## src/design/sfcc_pkg.sv

```systemverilog
// Shared types and constants for the contour colour map pipeline.
package sfcc_pkg;

  // Default geometry of the sample words and of the contour phase table.
  localparam int SAMPLE_BITS_DEF = 16;
  localparam int PHASE_BITS_DEF  = 10;

  // Pipeline depth, counted in register stages.
  localparam int NUM_STAGES = 7;

  // Configuration write port.
  localparam int CFG_INDEX_BITS = 3;
  localparam int CFG_DATA_BITS  = 13;

  // Q16 arithmetic constants.
  localparam int Q16_ONE      = 65536;
  localparam int Q16_HALF     = 32768;
  localparam int C_BASE_GLOW  = 7864;
  localparam int C_LEVEL_GAIN = 42598;
  localparam int C_SLOPE_GAIN = 327680;
  localparam int C_RED_MIX    = 29491;
  localparam int C_GREEN_MIX  = 42598;
  localparam int C_BLUE_MIX   = 52429;
  localparam int C_WARM_MIX   = 6554;

  // Register ranges and reset values.
  localparam int UNIT_MAX  = 256;
  localparam int RAD_MIN   = 26;
  localparam int RAD_MAX   = 768;
  localparam int DENS_MIN  = 512;
  localparam int DENS_MAX  = 6144;

  localparam logic [8:0]  RST_TINT_RED     = 9'd128;
  localparam logic [8:0]  RST_TINT_GREEN   = 9'd128;
  localparam logic [8:0]  RST_TINT_BLUE    = 9'd256;
  localparam logic [9:0]  RST_RADIANCE     = 10'd256;
  localparam logic [12:0] RST_DENSITY      = 13'd3072;
  localparam logic [8:0]  RST_STRENGTH     = 9'd141;
  localparam logic [8:0]  RST_OPACITY      = 9'd256;

  typedef enum logic [CFG_INDEX_BITS-1:0] {
    REG_TINT_RED         = 3'd0,
    REG_TINT_GREEN       = 3'd1,
    REG_TINT_BLUE        = 3'd2,
    REG_RADIANCE_GAIN    = 3'd3,
    REG_CONTOUR_DENSITY  = 3'd4,
    REG_CONTOUR_STRENGTH = 3'd5,
    REG_LAYER_OPACITY    = 3'd6
  } cfg_reg_t;

  // Register values after clamping to their working ranges.
  typedef struct packed {
    logic [8:0]  tint_red;
    logic [8:0]  tint_green;
    logic [8:0]  tint_blue;
    logic [9:0]  radiance;
    logic [12:0] density;
    logic [8:0]  strength;
  } cfg_sat_t;

  // One load enable per pipeline stage.
  typedef logic [NUM_STAGES-1:0] stage_en_t;

endpackage

```

## src/design/sfcc_colour.sv

```systemverilog
// Back stages: glow, channel mixing and conversion to 8-bit colour.
module sfcc_colour import sfcc_pkg::*; (
  input  logic        clk,
  input  stage_en_t   en,
  input  cfg_sat_t    cfg,
  input  logic [21:0] lvl,
  input  logic [24:0] slp,
  input  logic [16:0] warm,
  input  logic [16:0] contour,
  output logic [7:0]  red_r,
  output logic [7:0]  green_r,
  output logic [7:0]  blue_r
);

  // Saturate a Q16 value to one and round it to 8 bits.
  function automatic logic [7:0] to8(input logic [18:0] q);
    logic [16:0] qs;
    logic [24:0] p;
    qs = (q > 19'(Q16_ONE)) ? 17'(Q16_ONE) : q[16:0];
    p  = 25'(qs) * 25'd255 + 25'(Q16_HALF);
    return p[23:16];
  endfunction

  // Stage three: unscaled glow.
  logic [25:0] pre_r;
  logic [16:0] warm3_r;

  always_ff @(posedge clk) begin
    if (en[2]) begin
      pre_r   <= 26'(C_BASE_GLOW) + 26'(lvl) + 26'(slp);
      warm3_r <= warm;
    end
  end

  // Stage four: glow scaled by the radiance gain and clamped.
  logic [35:0] glow_prod;
  logic [16:0] glow_r, warm4_r;

  assign glow_prod = 36'(pre_r) * 36'(cfg.radiance);

  always_ff @(posedge clk) begin
    if (en[3]) begin
      glow_r  <= (glow_prod[35:8] > 28'(Q16_ONE)) ? 17'(Q16_ONE) : glow_prod[24:8];
      warm4_r <= warm3_r;
    end
  end

  // Stage five: tinted glow, warm glow and contour mixing products.
  logic [25:0] tr_p, tg_p, tb_p;
  logic [33:0] wg_p;
  logic [32:0] cr_p, cg_p, cb_p;
  logic [16:0] tr_r, tg_r, tb_r, wg_r, cr_r, cg_r, cb_r;

  always_comb begin
    tr_p = 26'(cfg.tint_red)   * 26'(glow_r);
    tg_p = 26'(cfg.tint_green) * 26'(glow_r);
    tb_p = 26'(cfg.tint_blue)  * 26'(glow_r);
    wg_p = 34'(warm4_r) * 34'(glow_r);
    cr_p = 33'(contour) * 33'(C_RED_MIX);
    cg_p = 33'(contour) * 33'(C_GREEN_MIX);
    cb_p = 33'(contour) * 33'(C_BLUE_MIX);
  end

  always_ff @(posedge clk) begin
    if (en[4]) begin
      tr_r <= tr_p[24:8];
      tg_r <= tg_p[24:8];
      tb_r <= tb_p[24:8];
      wg_r <= wg_p[32:16];
      cr_r <= cr_p[32:16];
      cg_r <= cg_p[32:16];
      cb_r <= cb_p[32:16];
    end
  end

  // Stage six: warm highlight on red and channel sums.
  logic [32:0] wm_p;
  logic [18:0] rsum_r, gsum_r, bsum_r;

  assign wm_p = 33'(wg_r) * 33'(C_WARM_MIX);

  always_ff @(posedge clk) begin
    if (en[5]) begin
      rsum_r <= 19'(tr_r) + 19'(cr_r) + 19'(wm_p[32:16]);
      gsum_r <= 19'(tg_r) + 19'(cg_r);
      bsum_r <= 19'(tb_r) + 19'(cb_r);
    end
  end

  // Stage seven: the output register.
  always_ff @(posedge clk) begin
    if (en[6]) begin
      red_r   <= to8(rsum_r);
      green_r <= to8(gsum_r);
      blue_r  <= to8(bsum_r);
    end
  end

endmodule

```

## config.mk

```make
export PLATFORM = sky130hd
export DESIGN_NAME = sfcc_colour
export DESIGN_NICKNAME = d
export VERILOG_FILES = /design/src/design/sfcc_pkg.sv /design/src/design/sfcc_colour.sv
export SDC_FILE = /design/constraint.sdc
export NUM_CORES = 2
export LEC_CHECK = 0
export CORE_MARGIN = 2
export CORE_UTILIZATION = 30
export DETAILED_ROUTE_END_ITERATION = 8
export DONT_BUFFER_PORTS = 1
export PLACE_DENSITY_LB_ADDON = 0.3
export RECOVER_POWER = 25
export SYNTH_ARGS = -nofsm -noshare
export SYNTH_HDL_FRONTEND = slang
export SYNTH_SLANG_ARGS = --single-unit
```

## constraint.sdc

```tcl
create_clock -name clk -period 18.35 [get_ports clk]
set_input_delay 4.5875 -clock clk [delete_from_list [all_inputs] [get_ports clk]]
set_output_delay 4.5875 -clock clk [all_outputs]
set_load 0.02 [all_outputs]
```

==> flow_summary.json <==
{
  "worst_ep_arrival_time_ps": 10490,
  "cts.htree.levels": 2,
  "setup_viol": 0,
  "hp-start": "warm3_r[11]",
  "endpoint_kind": "flip-flop",
  "antenna_found_initial": 11,
  "die_x_um": 469,
  "synth.ff_latch_count": 273,
  "hold_violations": 0,
  "grt.busiest_layer": "met2",
  "drt_iter0_markers": 1977,
  "tightest_slew_ps": 1070,
  "area_delta_synth_final_pct": 6.66,
  "crit_fanout": 26,
  "cts_buffer_depth": 3,
  "clkTransAtPathRegs_ps": 60,
  "dp_cells": 9263,
  "stdcell_count": 9332,
  "drv_cap": 0,
  "met3_usage": 0.0174,
  "grt_max_degree": 119,
  "boundaryPins": 172,
  "synth_cell_type_count": 83,
  "rsz0062_at_grt": "false",
  "synth_edf_count": 273,
  "utilization": 0.322,
  "worst-setup-path-type": "primary input to flip-flop",
  "use_met1": 0.193,
  "layout.nets": 8801,
  "gp_congestion": 0.860,
  "start_kind": "primary input",
  "use_met2": 0.249,
  "syn-cell-area_um2": 65000,
  "required_ps": 18710,
  "die-area_um2": 220000,
  "nFillCells": 22100,
  "hold_buffers": 0,
  "drv_slew": 0,
  "synthArstFlopShare": 0,
  "finalCritPeriodShare": 0.552,
  "cts_root_buffer": "clkbuf_16",
  "syn_avg_cell_area_um2": 9.86,
  "dpl_cell_area_um2": 68000,
  "fmax_mhz": 98.7,
  "hold_path.class": "flip-flop to flip-flop",
  "crit_start": "cfg[23]",
  "status": "complete, no violations",
  "syn-num-nets": 8927,
  "core_area_um2": 215000,
  "clock_latency_ps": 610,
  "ys_warn_count": 0,
  "drc_errors": 0,
  "grt_pass1_vias": 46900,
  "wl_per_cell_um": 16.5,
  "overflow": 0,
  "grt_pass1_wl_um": 254000,
  "clock_skew_ps": 21.5,
  "globalRouteTotalUtil": 0.143,
  "numCtsBuffers": 38,
  "dp_hpwl_um": 123000,
  "cts_tree": "done",
  "fin_tns_setup_ps": 0,
  "timing.rr.start": "wg_r[6]",
  "drt_pass1_iterations": 5,
  "drive_gt1_frac": 0.0193,
  "post_cts_buffers": 0,
  "cts.repair.resized": 0,
  "cts_sinks": 273,
  "syn_inst": 6591,
  "drt_wl_total_um": 154000,
  "die_height_um": 469,
  "period_minus_slack_ps": 10140,
  "vias": 42600,
  "drt-vias-per-instance": 4.57,
  "ys.flop_type": "edfxtp_1",
  "row_count": 170,
  "drtAntennaViolNets": 0,
  "slew_headroom": 0.270,
  "yosysSeqAreaShare": 0.126,
  "design_area_um2": 69300,
  "start_util": 0.302,
  "port_buffers": 0
}
through the flow:
stage | hold slack [ps] | setup WS (ps)
after detailed placement | 405 | 7580
final | 418 | 8210
after global routing | 421 | 7880
after global placement | 406 | 7600
after CTS | 419 | 8240
after floorplan | 400 | 7670
sequential cells by signal (all words and copies together), names as in the netlist, 18 cells and up:
name    count
rsum_r     18
pre_r      26
bsum_r     18
gsum_r     18
critical path, stage by stage:
cell and delay [ps]:
nand2_1 70, fa_1 550, inv_1 50, fa_1 480, fa_1 500, fa_1 500, inv_1 50, fa_1 470
inv_1 40, ha_1 330, a21o_1 210, a21o_1 200, a41o_1 280, and4_4 220, a2111oi_4 520, a2111oi_1 220
o311ai_0 340, a211oi_1 140, nand4b_4 380, or2_1 320
layer usage:
metal	up-vias	part of all wire
met5	-	0
met1	21700	0.46
li1	20100	-
met3	153	0.040
met2	704	0.49
met4	0	0.017
cells by family (layout without fill, tap and decap cells):
family          Yosys count  in the layout  share of synthesized area
compound gates          515            515                     0.0529
xor+xnor                237            237                     0.0321
fa+ha+maj              2188           2188                      0.564
buf+inv                1778           1680                      0.103
flops                   273            273                      0.126
mux                       3              3                   0.000481
other cells               0              1                          0
simple gates           1597           1597                      0.121
final cells by class:
type                    count  area (um2)  area share
multi-input cells        4540       50100       0.723
flip-flops and latches    273        8200       0.118
inverters                1587        5960      0.0859
well taps                2838        3550      0.0512
clock buffers              43         991      0.0143
clock inverters            25         327     0.00471
repair buffers             25         188     0.00271
diodes                      1        2.50   0.0000361
synthesized netlist by cell type (89+ instances only):
| master | count | area share |
|---|---|---|
| inv_1 | 1587 | 0.092 |
| a21oi_1 | 147 | 0.011 |
| xnor2_1 | 173 | 0.023 |
| nand2_1 | 689 | 0.040 |
| o21ai_0 | 89 | 0.0069 |
| nor2_1 | 158 | 0.0091 |
| and2_1 | 462 | 0.044 |
| fa_1 | 1239 | 0.38 |
| ha_1 | 949 | 0.18 |
| edfxtp_1 | 273 | 0.13 |
| clkbuf_1 | 186 | 0.011 |
final timing paths:
check | endpoint | slack (ps) | cells after the start
worst max register to register | rsum_r[17] | 9950 | 31
worst min-delay path | warm4_r[11] | 420 | 0
worst min register to register | warm4_r[11] | 420 | 0
worst max-delay path | glow_r[16] | 8210 | 20
layout by cell type (no fill, tap or decap), types with 10 or more instances in the layout:
cell type	Yosys	layout
o21a_1	38	38
xnor2_1	173	173
o21bai_1	15	15
o21ai_0	89	89
and2_1	462	462
nor3_1	64	64
o211ai_1	11	11
a21boi_0	11	11
a211oi_1	19	19
nand4_1	20	20
nor2_1	158	158
buf_4	0	25
nand2_1	689	689
fa_1	1239	1239
a31oi_1	17	17
or3_1	16	16
a21o_1	64	64
nor2b_1	30	30
ha_1	949	949
inv_1	1587	1587
clkbuf_16	0	39
xor2_1	63	63
or2_2	10	10
nand2b_1	27	27
and3_1	22	22
nand3_1	38	38
nor4_1	15	15
a21oi_1	147	147
edfxtp_1	273	273
Power is not shown: default switching activity piles up to over one toggle a cycle in this logic, so the estimate is an artifact.
