--- src/design/sfcc_pkg.sv ---
// Shared types and constants for the contour colour map pipeline.
package sfcc_pkg;

  // Default geometry of the sample words and of the contour phase table.
  localparam int SAMPLE_BITS_DEF = 16;
  localparam int PHASE_BITS_DEF  = 10;

  // Pipeline depth, counted in register stages.
  localparam int NUM_STAGES = 7;

  // Configuration write port.
  localparam int CFG_INDEX_BITS = 3;
  localparam int CFG_DATA_BITS  = 13;

  // Q16 arithmetic constants.
  localparam int Q16_ONE      = 65536;
  localparam int Q16_HALF     = 32768;
  localparam int C_BASE_GLOW  = 7864;
  localparam int C_LEVEL_GAIN = 42598;
  localparam int C_SLOPE_GAIN = 327680;
  localparam int C_RED_MIX    = 29491;
  localparam int C_GREEN_MIX  = 42598;
  localparam int C_BLUE_MIX   = 52429;
  localparam int C_WARM_MIX   = 6554;

  // Register ranges and reset values.
  localparam int UNIT_MAX  = 256;
  localparam int RAD_MIN   = 26;
  localparam int RAD_MAX   = 768;
  localparam int DENS_MIN  = 512;
  localparam int DENS_MAX  = 6144;

  localparam logic [8:0]  RST_TINT_RED     = 9'd128;
  localparam logic [8:0]  RST_TINT_GREEN   = 9'd128;
  localparam logic [8:0]  RST_TINT_BLUE    = 9'd256;
  localparam logic [9:0]  RST_RADIANCE     = 10'd256;
  localparam logic [12:0] RST_DENSITY      = 13'd3072;
  localparam logic [8:0]  RST_STRENGTH     = 9'd141;
  localparam logic [8:0]  RST_OPACITY      = 9'd256;

  typedef enum logic [CFG_INDEX_BITS-1:0] {
    REG_TINT_RED         = 3'd0,
    REG_TINT_GREEN       = 3'd1,
    REG_TINT_BLUE        = 3'd2,
    REG_RADIANCE_GAIN    = 3'd3,
    REG_CONTOUR_DENSITY  = 3'd4,
    REG_CONTOUR_STRENGTH = 3'd5,
    REG_LAYER_OPACITY    = 3'd6
  } cfg_reg_t;

  // Register values after clamping to their working ranges.
  typedef struct packed {
    logic [8:0]  tint_red;
    logic [8:0]  tint_green;
    logic [8:0]  tint_blue;
    logic [9:0]  radiance;
    logic [12:0] density;
    logic [8:0]  strength;
  } cfg_sat_t;

  // One load enable per pipeline stage.
  typedef logic [NUM_STAGES-1:0] stage_en_t;

endpackage

--- src/design/sfcc_geom.sv ---
// Front stages: level sum, slope, level and slope gains, phase index and warm term.
module sfcc_geom import sfcc_pkg::*; #(
  parameter int SAMPLE_BITS = SAMPLE_BITS_DEF,
  parameter int PHASE_BITS  = PHASE_BITS_DEF
) (
  input  logic                          clk,
  input  stage_en_t                     en,
  input  logic signed [SAMPLE_BITS-1:0] corner_here,
  input  logic signed [SAMPLE_BITS-1:0] corner_right,
  input  logic signed [SAMPLE_BITS-1:0] corner_below,
  input  logic signed [SAMPLE_BITS-1:0] corner_diagonal,
  input  logic [12:0]                   density,
  output logic [21:0]                   lvl_r,
  output logic [24:0]                   slp_r,
  output logic [PHASE_BITS-1:0]         idx_r,
  output logic [16:0]                   warm_r
);

  localparam int F       = SAMPLE_BITS - 4;
  localparam int SW      = SAMPLE_BITS + 2;
  localparam int IDX_LSB = SAMPLE_BITS + 6 - PHASE_BITS;

  // Stage one: corner sum, its magnitude and the slope.
  logic signed [SW-1:0]        sum_r, sum_nxt;
  logic [SW-1:0]               asum_r, asum_nxt;
  logic [SW-1:0]               slope_r, slope_nxt;
  logic signed [SAMPLE_BITS:0] d_right, d_below;
  logic [SAMPLE_BITS:0]        a_right, a_below;

  always_comb begin
    sum_nxt  = SW'(corner_here) + SW'(corner_right) + SW'(corner_below)
             + SW'(corner_diagonal);
    asum_nxt = sum_nxt[SW-1] ? SW'(-sum_nxt) : SW'(sum_nxt);
    d_right  = (SAMPLE_BITS+1)'(corner_right) - (SAMPLE_BITS+1)'(corner_here);
    d_below  = (SAMPLE_BITS+1)'(corner_below) - (SAMPLE_BITS+1)'(corner_here);
    a_right  = d_right[SAMPLE_BITS] ? (SAMPLE_BITS+1)'(-d_right)
                                    : (SAMPLE_BITS+1)'(d_right);
    a_below  = d_below[SAMPLE_BITS] ? (SAMPLE_BITS+1)'(-d_below)
                                    : (SAMPLE_BITS+1)'(d_below);
    slope_nxt = SW'(a_right) + SW'(a_below);
  end

  always_ff @(posedge clk) begin
    if (en[0]) begin
      sum_r   <= sum_nxt;
      asum_r  <= asum_nxt;
      slope_r <= slope_nxt;
    end
  end

  // Stage two: gain products, phase product and the warm term.
  logic [SAMPLE_BITS+17:0]        lvl_prod;
  logic [SAMPLE_BITS+20:0]        slp_prod;
  logic signed [SAMPLE_BITS+15:0] phase_prod;
  logic [SAMPLE_BITS+16:0]        lift_w;
  logic [20:0]                    lift;
  logic [21:0]                    warm_hi;
  logic [16:0]                    warm_nxt;

  always_comb begin
    lvl_prod   = (SAMPLE_BITS+18)'(asum_r) * (SAMPLE_BITS+18)'(C_LEVEL_GAIN);
    slp_prod   = (SAMPLE_BITS+21)'(slope_r) * (SAMPLE_BITS+21)'(C_SLOPE_GAIN);
    phase_prod = (SAMPLE_BITS+16)'(sum_r)
               * (SAMPLE_BITS+16)'($signed({1'b0, density}));
    lift_w     = {asum_r, 15'b0};
    lift       = lift_w[SAMPLE_BITS+16:F];
    warm_hi    = 22'(lift) + 22'(Q16_HALF);
    if (!sum_r[SW-1]) begin
      warm_nxt = (warm_hi > 22'(Q16_ONE)) ? 17'(Q16_ONE) : warm_hi[16:0];
    end else begin
      warm_nxt = (lift >= 21'(Q16_HALF)) ? 17'd0 : 17'(21'(Q16_HALF) - lift);
    end
  end

  always_ff @(posedge clk) begin
    if (en[1]) begin
      lvl_r  <= lvl_prod[SAMPLE_BITS+17:F];
      slp_r  <= slp_prod[SAMPLE_BITS+20:F];
      idx_r  <= phase_prod[IDX_LSB +: PHASE_BITS];
      warm_r <= warm_nxt;
    end
  end

endmodule

--- config.mk ---
export PLATFORM = sky130hd
export DESIGN_NAME = sfcc_geom
export DESIGN_NICKNAME = d
export VERILOG_FILES = /design/src/design/sfcc_pkg.sv /design/src/design/sfcc_geom.sv
export SDC_FILE = /design/constraint.sdc
export NUM_CORES = 1
export LEC_CHECK = 0
export BUFFER_PORTS_ARGS = -buffer_cell sky130_fd_sc_hd__buf_2
export CORE_ASPECT_RATIO = 1.75
export CORE_MARGIN = 2
export CORE_UTILIZATION = 45
export CTS_CLUSTER_SIZE = 28
export DETAILED_ROUTE_END_ITERATION = 12
export GPL_TIMING_DRIVEN = 0
export PLACE_DENSITY = 0.59
export SLEW_MARGIN = 20
export SYNTH_ARGS = -nofsm -noshare
export SYNTH_HDL_FRONTEND = slang
export SYNTH_SLANG_ARGS = --single-unit
--- constraint.sdc ---
create_clock -name clk -period 7.05 [get_ports clk]
set_input_delay 0.3525 -clock clk [delete_from_list [all_inputs] [get_ports clk]]
set_output_delay 0.3525 -clock clk [all_outputs]
set_load 0.03 [all_outputs]
==> flow_summary.rst <==
.. list-table::
   :header-rows: 1

   * - Metric
     - Value
   * - Run status
     - complete, no violations
   * - Largest net degree at the start of global routing
     - 54
   * - Worst setup path class
     - register to register
   * - Flop and latch count out of synthesis
     - 120
   * - Max-Cap Viols
     - 0
   * - Commonest non-fill, non-tap cell in the layout
     - sky130_fd_sc_hd__inv_1
   * - # port buffers
     - about 140
   * - Core region area
     - about 45,000 sq um
   * - TritonCTS clock tree
     - yes
   * - Pre-CTS setup slack
     - -0.2349 ns
   * - Post-synth top flop
     - sky130_fd_sc_hd__edfxtp_1
   * - Via count normalized by instance count
     - between 5 and 6
   * - Via count
     - between 15,000 and 20,000
   * - Number of synthesized flops with an enable pin
     - 120
   * - Final cycle utilization of the critical path
     - 0.9578
   * - Setup violations, final
     - 0
   * - Total number of yosys warnings
     - 0
   * - Die area
     - roughly 47,000 sq um
   * - Clock Latency Late Sink
     - between 0.4 and 0.5 ns
   * - Post-route minimum period
     - around 6.8 ns
   * - Path category of the worst min-delay check
     - input pin to register
   * - CTS Buf Count
     - 17
   * - Hold bufs inserted after CTS
     - 0
   * - DIE WIDTH
     - between 150 and 200 um
   * - Per-instance average area after synthesis
     - between 9 and 10 sq um
   * - Clock-pin slew on the worst setup and hold paths
     - about 0.070 ns
   * - Fraction of synthesized cell area taken by the top area cell type
     - 0.2554
   * - Die span in y
     - ~290 um
   * - Final WS setup
     - roughly 0.30 ns
   * - Clock Skews
     - 0.009853 ns
   * - Nets
     - 2,920
   * - Actual transition at the worst max-transition pin
     - between 0.9 and 1 ns
   * - First-pass GRT wire length
     - 81,650 um
   * - Fmax
     - between 100 and 150 MHz
   * - DRC marker count from the first detailed-route iteration
     - just over 600
   * - Vias in the first global route
     - between 15,000 and 20,000
   * - Number of primary I/O pins
     - ~160
   * - Hold Fails Final Rpt
     - 0
   * - Ys async rst share
     - 0
   * - CTS Buffer Depth
     - 2
   * - Total half-perimeter wirelength after legalization and detailed placement
     - around 42,000 um
   * - Wire per inst
     - between 15 and 20 um
   * - Residual DRC count
     - 0
   * - Distinct cell type count after synthesis
     - approximately 80
   * - Startpoint kind of the worst setup timing path
     - register
   * - Layout Area Growth over Synthesis
     - 10.56%
   * - Layout cells sized above 1
     - 0.09043
   * - Max Slew Vio Count
     - 0
   * - Arrival time reported for the critical path endpoint
     - a little under 7 ns
   * - Global placement routability congestion
     - between 0.9 and 1
   * - Initial DRT Pass Iterations
     - 5
   * - Number of routed nets with antenna violations
     - 0
   * - Gate Count Post-Synth
     - about 2,100
   * - Leading cell types by total area after synthesis
     - sky130_fd_sc_hd__fa_1, sky130_fd_sc_hd__ha_1, sky130_fd_sc_hd__edfxtp_1
   * - Post-synthesis sequential area ratio
     - 0.1768
   * - Endpoint kind of the worst setup timing path
     - register
   * - Total Negative Setup Slacks
     - 0 ns
   * - Most frequent cells in the layout
     - sky130_fd_sc_hd__inv_1, sky130_fd_sc_hd__ha_1, sky130_fd_sc_hd__fa_1, sky130_fd_sc_hd__nand2_1, sky130_fd_sc_hd__buf_2
   * - Sink Count
     - 120
   * - Cell at the root of the clock tree
     - sky130_fd_sc_hd__clkbuf_16
   * - Data required time of the worst path
     - ~7.2 ns
   * - Depth of the CTS H-tree
     - 4
   * - Final design utilization
     - 0.5010
   * - Total wire length after detailed routing
     - about 50,000 um
   * - Placement row count
     - around 100
   * - Antenna violations before repair
     - 6
   * - Maximum fanout count along the critical path
     - 10
   * - Netlist area before placement
     - approximately 20,000 sq um
   * - Synth area leader
     - sky130_fd_sc_hd__fa_1
   * - Overflow left after global routing
     - 0
   * - Slew Limit Headroom
     - 0.3776
   * - Starting Density
     - 0.4531
   * - GRT Total Usage
     - 0.2239
## registers in the layout, indices dropped and copies added (netlist names)
signal / count
sum_r: 18
asum_r: 17
warm_r: 14
slope_r: 18
lvl_r: 22
idx_r: 10
slp_r: 21
## Yosys cell counts (15+ instances only)
cell / instances
sky130_fd_sc_hd__nor3_1: 42
sky130_fd_sc_hd__xnor2_1: 114
sky130_fd_sc_hd__a21oi_1: 64
sky130_fd_sc_hd__a21o_1: 36
sky130_fd_sc_hd__clkbuf_1: 40
sky130_fd_sc_hd__ha_1: 310
sky130_fd_sc_hd__nor2_1: 80
sky130_fd_sc_hd__and2_1: 101
sky130_fd_sc_hd__nand2_1: 158
sky130_fd_sc_hd__o21ai_0: 60
sky130_fd_sc_hd__xor2_1: 40
sky130_fd_sc_hd__o21a_1: 16
sky130_fd_sc_hd__inv_1: 398
sky130_fd_sc_hd__a211oi_1: 15
sky130_fd_sc_hd__fa_1: 260
sky130_fd_sc_hd__nand3_1: 25
sky130_fd_sc_hd__edfxtp_1: 120
## worst paths after layout
check / slack (ns) / startpoint / depth (start not counted) / end
max: 0.30 / sum_r[5] / 24 / idx_r[9]
min: 0.29 / en[1] / 1 / lvl_r[15]
max reg2reg: 0.30 / sum_r[5] / 24 / idx_r[9]
min reg2reg: 0.50 / slope_r[1] / 0 / slp_r[5]
## critical path, stage by stage (launching register included)
cell and delay [ns]:
sky130_fd_sc_hd__edfxtp_1 0.51, sky130_fd_sc_hd__clkbuf_1 0.33, sky130_fd_sc_hd__and2_1 0.28, sky130_fd_sc_hd__fa_1 0.54
sky130_fd_sc_hd__inv_1 0.06, sky130_fd_sc_hd__fa_1 0.53, sky130_fd_sc_hd__inv_1 0.06, sky130_fd_sc_hd__fa_1 0.49
sky130_fd_sc_hd__inv_1 0.05, sky130_fd_sc_hd__fa_1 0.47, sky130_fd_sc_hd__inv_1 0.05, sky130_fd_sc_hd__fa_1 0.53
sky130_fd_sc_hd__inv_1 0.06, sky130_fd_sc_hd__fa_1 0.53, sky130_fd_sc_hd__inv_1 0.05, sky130_fd_sc_hd__ha_1 0.31
sky130_fd_sc_hd__nand2_1 0.07, sky130_fd_sc_hd__a21oi_1 0.05, sky130_fd_sc_hd__a221oi_2 0.22, sky130_fd_sc_hd__buf_4 0.18
sky130_fd_sc_hd__o221ai_2 0.15, sky130_fd_sc_hd__a221o_1 0.39, sky130_fd_sc_hd__a211o_1 0.31, sky130_fd_sc_hd__a21oi_1 0.19
sky130_fd_sc_hd__xnor2_1 0.09
## layer usage
| metal | GRT usage | vias up | share of wire | wire (um) |
|---|---|---|---|---|
| met2 | 0.4202 | 331 | 0.55 | 27350 |
| met5 | 0 | - | 0.00090 | 45 |
| met1 | 0.2545 | 7585 | 0.38 | 18970 |
| met3 | 0.02537 | 90 | 0.034 | 1676 |
| met4 | 0.08870 | 6 | 0.035 | 1734 |
| li1 | - | 7284 | - | - |
## area by class of cell
cell class | instances | area (sq um)
clock inverter | 15 | 214.0
clock buffer | 17 | 425.4
multi-input combinational | 1537 | 15110
antenna | 2 | 5.005
buffer | 47 | 202.7
inverter | 398 | 1494
sequential | 120 | 3603
fill | 4223 | 22450
timing repair buffer | 144 | 750.7
tap | 577 | 721.9
## metrics by stage
step / area [sq um] / std cells / hold slack (ns)
2_1_floorplan: 20400 / 2102 / 0.4334
3_3_place_gp: 21830 / 2821 / 0.4911
6_report: 22530 / 2857 / 0.2884
3_5_place_dp: 21860 / 2822 / 0.4838
4_1_cts: 22520 / 2854 / 0.2695
5_1_grt: 22530 / 2857 / 0.2866
## kinds of logic (layout without fill, tap and decap cells)
group	after synthesis	after routing	share of synthesized area
xor+xnor	156	156	0.06833
buf+inv	445	621	0.08325
flops	120	120	0.1768
compound gates	310	310	0.1027
mux	2	2	0.001105
fa+ha+maj	570	570	0.4457
other cells	1	9	0.0001840
simple gates	492	492	0.1219
## repair_timing
action                     4_1_cts  5_1_grt
setup buffers                    0        1
resized for setup                2        0
setup endpoints to repair        3        2
pin swaps                        0        1
Power is left out: the tool's default activity adds up to more than one toggle a clock period on the data nets, which glitch-free logic cannot reach.
